File: src/hdl/sfd_pkg.sv
// sfd_pkg: shared constants and controller/datapath interface types
// for the serial frame deframer. No dependencies.
`default_nettype none

package sfd_pkg;

	// default store depth in payload bytes
	localparam int MAX_PAYLOAD_DEF = 64;

	// field widths
	localparam int BYTE_W = 8;
	localparam int NIB_W  = 4;
	localparam int LEN_W  = 7;

	// frame constants
	localparam logic [BYTE_W-1:0] PREAMBLE  = 8'hBC;
	localparam logic [BYTE_W-1:0] CSUM_SEED = 8'hFF;
	localparam logic [LEN_W-1:0]  LIMIT_RST = 7'd64;

	// commands from controller to datapath
	typedef struct packed {
		logic opf_load;
		logic len_lo_load;
		logic len_hi_load;
		logic data_store;
		logic csum_preamble;
		logic csum_seed;
		logic csum_xor;
		logic deliver_start;
		logic rd_issue;
		logic emit_data;
		logic emit_marker;
	} sfd_cmd_t;

	// status from datapath to controller
	typedef struct packed {
		logic preamble;
		logic len_over;
		logic len_zero;
		logic data_done;
		logic csum_match;
		logic deliver_empty;
		logic idx_last;
		logic out_free;
	} sfd_stat_t;

endpackage

`default_nettype wire

File: src/hdl/serial_frame_deframer.sv
// serial_frame_deframer: top level, preamble/length/XOR-checksum frame receiver.
// Depends on sfd_pkg, sfd_ctrl and sfd_dpath.
//
//   channel  signals                                   dir  meaning
//   input    in_valid, in_stall, rx_byte               in   one received byte
//   result   out_valid, out_stall, operation, flags,   out  one delivered byte
//            payload_length, data, data_valid, last         or empty marker
//   config   cfg_wen, cfg_wdata                        in   deliver_limit write
//
// A header, payload or checksum byte is taken whenever in_valid is high and no delivery runs.
// After a checksum match the input is stalled while the frame drains: each payload
// byte takes a store read, then a result register load; a marker takes only the load.
// The controller alternates a store read state and a result load state for each payload byte.
// Reset clears control state and sets deliver_limit to 64; the store is not cleared.
// A stalled result holds the drain, and the result register frees the input side.
`default_nettype none

module serial_frame_deframer #(
	parameter int MAX_PAYLOAD = sfd_pkg::MAX_PAYLOAD_DEF
) (
	input  wire logic                          clk,
	input  wire logic                          arst_n,
	input  wire logic                          cfg_wen,
	input  wire logic [sfd_pkg::LEN_W-1:0]     cfg_wdata,
	input  wire logic                          in_valid,
	output logic                               in_stall,
	input  wire logic [sfd_pkg::BYTE_W-1:0]    rx_byte,
	output logic                               out_valid,
	input  wire logic                          out_stall,
	output logic [sfd_pkg::NIB_W-1:0]          operation,
	output logic [sfd_pkg::NIB_W-1:0]          flags,
	output logic [sfd_pkg::LEN_W-1:0]          payload_length,
	output logic [sfd_pkg::BYTE_W-1:0]         data,
	output logic                               data_valid,
	output logic                               last
);

	sfd_pkg::sfd_cmd_t  cmd;
	sfd_pkg::sfd_stat_t stat;

	// frame state machine
	sfd_ctrl u_ctrl (
		.clk      (clk),
		.arst_n   (arst_n),
		.in_valid (in_valid),
		.in_stall (in_stall),
		.stat     (stat),
		.cmd      (cmd)
	);

	// registers, payload store and result register
	sfd_dpath #(
		.MAX_PAYLOAD (MAX_PAYLOAD)
	) u_dpath (
		.clk            (clk),
		.arst_n         (arst_n),
		.cfg_wen        (cfg_wen),
		.cfg_wdata      (cfg_wdata),
		.rx_byte        (rx_byte),
		.cmd            (cmd),
		.stat           (stat),
		.out_stall      (out_stall),
		.out_valid      (out_valid),
		.operation      (operation),
		.flags          (flags),
		.payload_length (payload_length),
		.data           (data),
		.data_valid     (data_valid),
		.last           (last)
	);

endmodule

`default_nettype wire

File: src/hdl/sfd_ctrl.sv
// sfd_ctrl: frame parsing and delivery state machine.
// Depends on sfd_pkg for the command and status structs.
`default_nettype none

module sfd_ctrl (
	input  wire logic              clk,
	input  wire logic              arst_n,
	input  wire logic              in_valid,
	output logic                   in_stall,
	input  wire sfd_pkg::sfd_stat_t stat,
	output sfd_pkg::sfd_cmd_t      cmd
);

	typedef enum logic [3:0] {
		ST_HUNT,
		ST_OPF,
		ST_LEN_LO,
		ST_LEN_HI,
		ST_DATA,
		ST_CHECK,
		ST_RD,
		ST_EMIT,
		ST_MARK
	} state_t;

	state_t state_q;
	state_t state_nxt;
	logic   accept;

	// input is held off while a delivery drains
	assign in_stall = (state_q == ST_RD) || (state_q == ST_EMIT) || (state_q == ST_MARK);
	assign accept   = in_valid && !in_stall;

	// next state and commands
	always_comb begin
		cmd       = '0;
		state_nxt = state_q;
		unique case (state_q)
			ST_HUNT: begin
				if (accept) begin
					if (stat.preamble) begin
						cmd.csum_preamble = 1'b1;
						state_nxt         = ST_OPF;
					end else begin
						cmd.csum_seed = 1'b1;
					end
				end
			end
			ST_OPF: begin
				if (accept) begin
					cmd.opf_load = 1'b1;
					cmd.csum_xor = 1'b1;
					state_nxt    = ST_LEN_LO;
				end
			end
			ST_LEN_LO: begin
				if (accept) begin
					cmd.len_lo_load = 1'b1;
					cmd.csum_xor    = 1'b1;
					state_nxt       = ST_LEN_HI;
				end
			end
			ST_LEN_HI: begin
				if (accept) begin
					cmd.len_hi_load = 1'b1;
					cmd.csum_xor    = 1'b1;
					if (stat.len_over) begin
						cmd.csum_seed = 1'b1;
						state_nxt     = ST_HUNT;
					end else if (stat.len_zero) begin
						state_nxt = ST_CHECK;
					end else begin
						state_nxt = ST_DATA;
					end
				end
			end
			ST_DATA: begin
				if (accept) begin
					cmd.data_store = 1'b1;
					cmd.csum_xor   = 1'b1;
					if (stat.data_done) begin
						state_nxt = ST_CHECK;
					end
				end
			end
			ST_CHECK: begin
				if (accept) begin
					cmd.csum_seed = 1'b1;
					if (stat.csum_match) begin
						cmd.deliver_start = 1'b1;
						state_nxt = stat.deliver_empty ? ST_MARK : ST_RD;
					end else begin
						state_nxt = ST_HUNT;
					end
				end
			end
			ST_RD: begin
				cmd.rd_issue = 1'b1;
				state_nxt    = ST_EMIT;
			end
			ST_EMIT: begin
				if (stat.out_free) begin
					cmd.emit_data = 1'b1;
					state_nxt     = stat.idx_last ? ST_HUNT : ST_RD;
				end
			end
			ST_MARK: begin
				if (stat.out_free) begin
					cmd.emit_marker = 1'b1;
					state_nxt       = ST_HUNT;
				end
			end
			default: begin
				state_nxt = ST_HUNT;
			end
		endcase
	end

	// state register
	always_ff @(posedge clk or negedge arst_n) begin
		if (!arst_n) begin
			state_q <= ST_HUNT;
		end else begin
			state_q <= state_nxt;
		end
	end

endmodule

`default_nettype wire

File: src/hdl/sfd_dpath.sv
// sfd_dpath: header registers, checksum, payload store and result register.
// Depends on sfd_pkg for constants and the command and status structs.
`default_nettype none

module sfd_dpath #(
	parameter int MAX_PAYLOAD = sfd_pkg::MAX_PAYLOAD_DEF
) (
	input  wire logic                          clk,
	input  wire logic                          arst_n,
	input  wire logic                          cfg_wen,
	input  wire logic [sfd_pkg::LEN_W-1:0]     cfg_wdata,
	input  wire logic [sfd_pkg::BYTE_W-1:0]    rx_byte,
	input  wire sfd_pkg::sfd_cmd_t             cmd,
	output sfd_pkg::sfd_stat_t                 stat,
	input  wire logic                          out_stall,
	output logic                               out_valid,
	output logic [sfd_pkg::NIB_W-1:0]          operation,
	output logic [sfd_pkg::NIB_W-1:0]          flags,
	output logic [sfd_pkg::LEN_W-1:0]          payload_length,
	output logic [sfd_pkg::BYTE_W-1:0]         data,
	output logic                               data_valid,
	output logic                               last
);

	localparam int AW = (MAX_PAYLOAD > 1) ? $clog2(MAX_PAYLOAD) : 1;
	localparam int BW = sfd_pkg::BYTE_W;
	localparam int LW = sfd_pkg::LEN_W;
	localparam int NW = sfd_pkg::NIB_W;

	logic [LW-1:0] limit_q;
	logic [BW-1:0] csum_q;
	logic [BW-1:0] opf_q;
	logic [BW-1:0] len_lo_q;
	logic [LW-1:0] len_q;
	logic [LW-1:0] cnt_q;
	logic [LW-1:0] idx_q;
	logic [LW-1:0] n_q;
	logic [BW-1:0] rd_data_q;
	logic [BW-1:0] store_q [MAX_PAYLOAD];

	logic [2*BW-1:0] len_full;
	logic [LW:0]     cnt_inc;
	logic [LW-1:0]   n_next;
	logic            out_valid_q;

	assign len_full = {rx_byte, len_lo_q};
	assign cnt_inc  = {1'b0, cnt_q} + {{LW{1'b0}}, 1'b1};
	assign n_next   = (limit_q < len_q) ? limit_q : len_q;

	// status back to the controller
	always_comb begin
		stat.preamble      = (rx_byte == sfd_pkg::PREAMBLE);
		stat.len_over      = (len_full > (2*BW)'(MAX_PAYLOAD));
		stat.len_zero      = (len_full == '0);
		stat.data_done     = (cnt_inc >= {1'b0, len_q});
		stat.csum_match    = (rx_byte == csum_q);
		stat.deliver_empty = (n_next == '0);
		stat.idx_last      = ((idx_q + {{(LW-1){1'b0}}, 1'b1}) == n_q);
		stat.out_free      = !out_valid_q || !out_stall;
	end

	// delivery limit register
	always_ff @(posedge clk or negedge arst_n) begin
		if (!arst_n) begin
			limit_q <= sfd_pkg::LIMIT_RST;
		end else if (cfg_wen) begin
			limit_q <= cfg_wdata;
		end
	end

	// running checksum, byte count and header fields
	always_ff @(posedge clk or negedge arst_n) begin
		if (!arst_n) begin
			csum_q   <= sfd_pkg::CSUM_SEED;
			opf_q    <= '0;
			len_lo_q <= '0;
			len_q    <= '0;
			cnt_q    <= '0;
		end else begin
			priority if (cmd.csum_seed) begin
				csum_q <= sfd_pkg::CSUM_SEED;
			end else if (cmd.csum_preamble) begin
				csum_q <= sfd_pkg::CSUM_SEED ^ sfd_pkg::PREAMBLE;
			end else if (cmd.csum_xor) begin
				csum_q <= csum_q ^ rx_byte;
			end
			if (cmd.opf_load) begin
				opf_q <= rx_byte;
			end
			if (cmd.len_lo_load) begin
				len_lo_q <= rx_byte;
			end
			if (cmd.len_hi_load) begin
				len_q <= len_full[LW-1:0];
			end
			if (cmd.len_hi_load || cmd.csum_seed || cmd.csum_preamble) begin
				cnt_q <= '0;
			end else if (cmd.data_store) begin
				cnt_q <= cnt_inc[LW-1:0];
			end
		end
	end

	// payload store, written during the data phase and read back one byte per read
	always_ff @(posedge clk) begin
		if (cmd.data_store) begin
			store_q[cnt_q[AW-1:0]] <= rx_byte;
		end
		if (cmd.rd_issue) begin
			rd_data_q <= store_q[idx_q[AW-1:0]];
		end
	end

	// delivery count and read index
	always_ff @(posedge clk or negedge arst_n) begin
		if (!arst_n) begin
			n_q   <= '0;
			idx_q <= '0;
		end else begin
			if (cmd.deliver_start) begin
				n_q   <= n_next;
				idx_q <= '0;
			end else if (cmd.emit_data) begin
				idx_q <= idx_q + {{(LW-1){1'b0}}, 1'b1};
			end
		end
	end

	// result register, valid flag
	always_ff @(posedge clk or negedge arst_n) begin
		if (!arst_n) begin
			out_valid_q <= 1'b0;
		end else if (cmd.emit_data || cmd.emit_marker) begin
			out_valid_q <= 1'b1;
		end else if (!out_stall) begin
			out_valid_q <= 1'b0;
		end
	end

	// result register, payload
	always_ff @(posedge clk) begin
		if (cmd.emit_data || cmd.emit_marker) begin
			operation      <= opf_q[NW-1:0];
			flags          <= opf_q[BW-1:NW];
			payload_length <= len_q;
			data           <= cmd.emit_data ? rd_data_q : '0;
			data_valid     <= cmd.emit_data;
			last           <= cmd.emit_marker || stat.idx_last;
		end
	end

	assign out_valid = out_valid_q;

endmodule

`default_nettype wire
File: config.mk
export PLATFORM = sky130hd
export DESIGN_NAME = serial_frame_deframer
export DESIGN_NICKNAME = d
export VERILOG_FILES = /design/src/hdl/sfd_pkg.sv /design/src/hdl/serial_frame_deframer.sv /design/src/hdl/sfd_ctrl.sv /design/src/hdl/sfd_dpath.sv
export SDC_FILE = /design/constraint.sdc
export NUM_CORES = 1
export LEC_CHECK = 0
export ABC_AREA = 1
export BUFFER_PORTS_ARGS = -buffer_cell sky130_fd_sc_hd__buf_2
export CORE_MARGIN = 2
export CORE_UTILIZATION = 45
export CTS_BUF_LIST = sky130_fd_sc_hd__clkbuf_4
export DETAILED_ROUTE_END_ITERATION = 7
export PLACE_DENSITY = 0.66
export SETUP_SLACK_MARGIN = 0.5
export SYNTH_ARGS = -nofsm -noshare
export SYNTH_HDL_FRONTEND = slang
export SYNTH_SLANG_ARGS = --single-unit
File: constraint.sdc
create_clock -name clk -period 3.1 [get_ports clk]
set_input_delay 0.31 -clock clk [delete_from_list [all_inputs] [get_ports clk]]
set_output_delay 0.31 -clock clk [all_outputs]
set_load 0.05 [all_outputs]
==> flow_summary.ini <==
[setup_path]
crit_chain = inv_6 -> buf_4 -> o21ai_0 -> o22ai_1 -> o21ai_0 -> o21bai_1 -> nand3_1 -> nand3_1 -> nand2_1
critPathKind = flop to flop
startpoint_type = flop
slowest_stage = dfrtp_4
arrival_ps = 3380
crit_fanout = 77
cpPeakStageDelay_ps = 530
required_ps = 3920
cp-end-kind = flop

[sta]
slew_headroom = 0.273
finalClockSkew_ps = 72.3
finalSetupViolations = 0
holdWs_ps = 229
post-route-worst-setup-slack_ps = 536
fin_crit_sh = 0.827
worst_slew_pin_slew_ps = 1090
finalCriticalPeriod_ps = 2560
timing_hold_violations_final = 0
drv_slew = 0
timing.fmax_ghz = 0.390
setup_tns_ps = 0
rsz0062_at_grt = true

[floorplanning]
die_x_um = 240
initial_utilization = 0.455
num_rows = 86
core_um2 = 55100
die_area_um2 = 57700
die_h_um = 240
ios = 47

[global_routing]
track_usage = 0.243
grt_pass1_wl_mm = 103
grt_pass1_vias = 17700
grt-ovfl-total = 0
antenna_found_initial = 7
grt_max_degree = 142

[layout]
syn_to_final_growth_pct = 16.3
final_cells = 3166
drive_gt1_frac = 0.189
mostFrequentLayoutCells = edfxtp_1 (545), nor2_1 (415), o21ai_0 (278)
nFillCells = 4722
nNetsFinal = 2343
post-route-util = 0.530
mostFrequentLayoutCell = edfxtp_1
final_area_um2 = 29200

[route]
dr.pass1.iters = 8
routed-wl-met3_mm = 6.01
topRoutingLayerUsed = met4
wire_per_inst_um = 21.7
vias_per_cell = 5.64
totalWireLength_mm = 68.6
wl_met1_mm = 27.5
dr_wl_met2_mm = 32.8
first_iter_violations = 1938
ant_nets = 0
routed-via-count = 17900
drc = 0

[synth]
synthAdderAreaFrac = 0.00748
synth.largest_area_cell = edfxtp_1
netlist_instances = 2067
synth_ff_type = edfxtp_1
synth-edff-count = 545
yosys-top-cells-area = edfxtp_1 (65%), nor2_1 (6.3%), o21ai_0 (5.5%), dfrtp_1 (5.5%), o211ai_1 (3.8%)
synthSimpleGateAreaFrac = 0.117
ys_warn_count = 0
synth.net_count = 2102
yosysSeqAreaShare = 0.717
synth_top_family_by_area = compound AO/OA/AOI/OAI gates
synth.mux.area_fraction = 0
synth_seq_cells = 609
synth_area_um2 = 25100
synth_xor_area_frac = 0.00419
synth_compound_area_frac = 0.123
async_reset_ff_frac = 0.105
synthDominantCellAreaShare = 0.652
synth_cell_types = 42
syn-mean-instance-area_um2 = 12.1

[clocking]
cts_made_buffers = 155
clk_latency_ps = 1010
clock_path_buffers = 3
cts_tree = built
clockRootBuffer = clkbuf_4
clk_pin_slew_ps = 70
clkSinkCount = 609
cts_htree_levels = 4

[flow_run]
maxCapViolCount = 0

[placed_design]
globalplace.congestion = 0.939
io_buffers = 46
dp_slack_ps = 383
dp_cells = 2850
dpl.hpwl_mm = 41.1
placed_area_um2 = 26700

[pwr]
power_mw = 18.9
vdd_drop_max_uv = 427
power_density_nw_per_um2 = 647
cellLeakagePower_nw = 10.5

[run_status]
status = completed

[min_path]
min_path_type = input port to flop
[synthesized netlist by cell type (3+ instances only)]
library cell / count
a21oi_1: 16
clkinv_1: 6
nand2_1: 153
nand4_1: 10
nor3_1: 4
o21ai_1: 20
nand3_1: 85
dfstp_2: 9
nand3_2: 5
o21ai_0: 278
edfxtp_1: 545
o22ai_1: 74
nor2_4: 4
o221ai_1: 4
xor2_1: 4
buf_2: 24
xnor2_1: 8
nor2_1: 422
ha_1: 15
inv_2: 5
o21bai_1: 3
dfrtp_1: 55
clkbuf_1: 92
inv_1: 73
o211ai_1: 127
[cell families (layout without fill, tap and decap cells)]
| logic type | Yosys count | count (layout) |
|---|---|---|
| buf+inv | 206 | 552 |
| compound gates | 526 | 526 |
| xor+xnor | 12 | 12 |
| simple gates | 699 | 699 |
| other cells | 0 | 5 |
| flops | 609 | 609 |
| fa+ha+maj | 15 | 15 |
[worst max-delay path: cells and delay by family, from the launching register on]
family,cells,cell delay [ps]
buffers and inverters,2,790
flip-flops,1,530
AO/OA/AOI/OAI,4,590
AND/OR/NAND/NOR,3,420
[per-layer routing]
layer | vias to the layer above | track usage
met5 | - | 0
met4 | 0 | 0.109
met3 | 135 | 0.0530
met2 | 945 | 0.391
met1 | 8670 | 0.317
li1 | 8102 | -
[timing repair]
item | 4_1_cts | 5_1_grt
hold buffers | 38 | 0
hold endpoints to repair | 135 | 0
endpoints found under the setup margin | 180 | 506
gates resized for setup | 3 | 24
pin swaps | 1 | 6
buffers inserted | 1 | 10
[registers in the layout (all words and copies together), names as in the netlist]
register / flops
u_dpath.limit_q: 7
u_dpath.csum_q: 8
u_dpath.n_q: 7
u_dpath.data: 8
u_dpath.cnt_q: 7
u_dpath.operation: 4
u_ctrl.state_q: 4
u_dpath.flags: 4
u_dpath.opf_q: 8
u_dpath.data_valid: 1
u_dpath.out_valid: 1
u_dpath.store_q: 512
u_dpath.payload_length: 7
u_dpath.len_lo_q: 8
u_dpath.idx_q: 7
u_dpath.rd_data_q: 8
u_dpath.last: 1
u_dpath.len_q: 7
[where the power goes]
part	internal (mW)	switching [mW]
combinational	0.924	1.96
clock	3.44	3.12
sequential	9.25	0.198
[cell type report]
cell class | count | area (µm²) | share of cell area
Sequential cell | 609 | 18000 | 0.617
Multi-Input combinational cell | 1252 | 6360 | 0.218
Clock buffer | 222 | 1670 | 0.0571
Timing Repair Buffer | 204 | 1660 | 0.0570
Tap cell | 748 | 936 | 0.0321
Inverter | 86 | 335 | 0.0115
Clock inverter | 40 | 210 | 0.00720
Antenna cell | 5 | 12.5 | 0.000429
[path summary, 6_finish.rpt]
kind | start | to | slack (ps) | cells after the start
setup / recovery | u_dpath.idx_q[0] | u_dpath.rd_data_q[6] | 540 | 9
max in group asynchronous | arst_n | u_ctrl.state_q[1] | 1080 | 4
hold / removal | out_stall | u_dpath.out_valid | 230 | 4
hold reg to reg | u_dpath.len_q[5] | u_dpath.payload_length[5] | 440 | 0
min in group asynchronous | arst_n | u_dpath.idx_q[6] | 460 | 3
setup reg to reg | u_dpath.idx_q[0] | u_dpath.rd_data_q[6] | 540 | 9
Note: power is estimated with default switching activity, not from simulation.
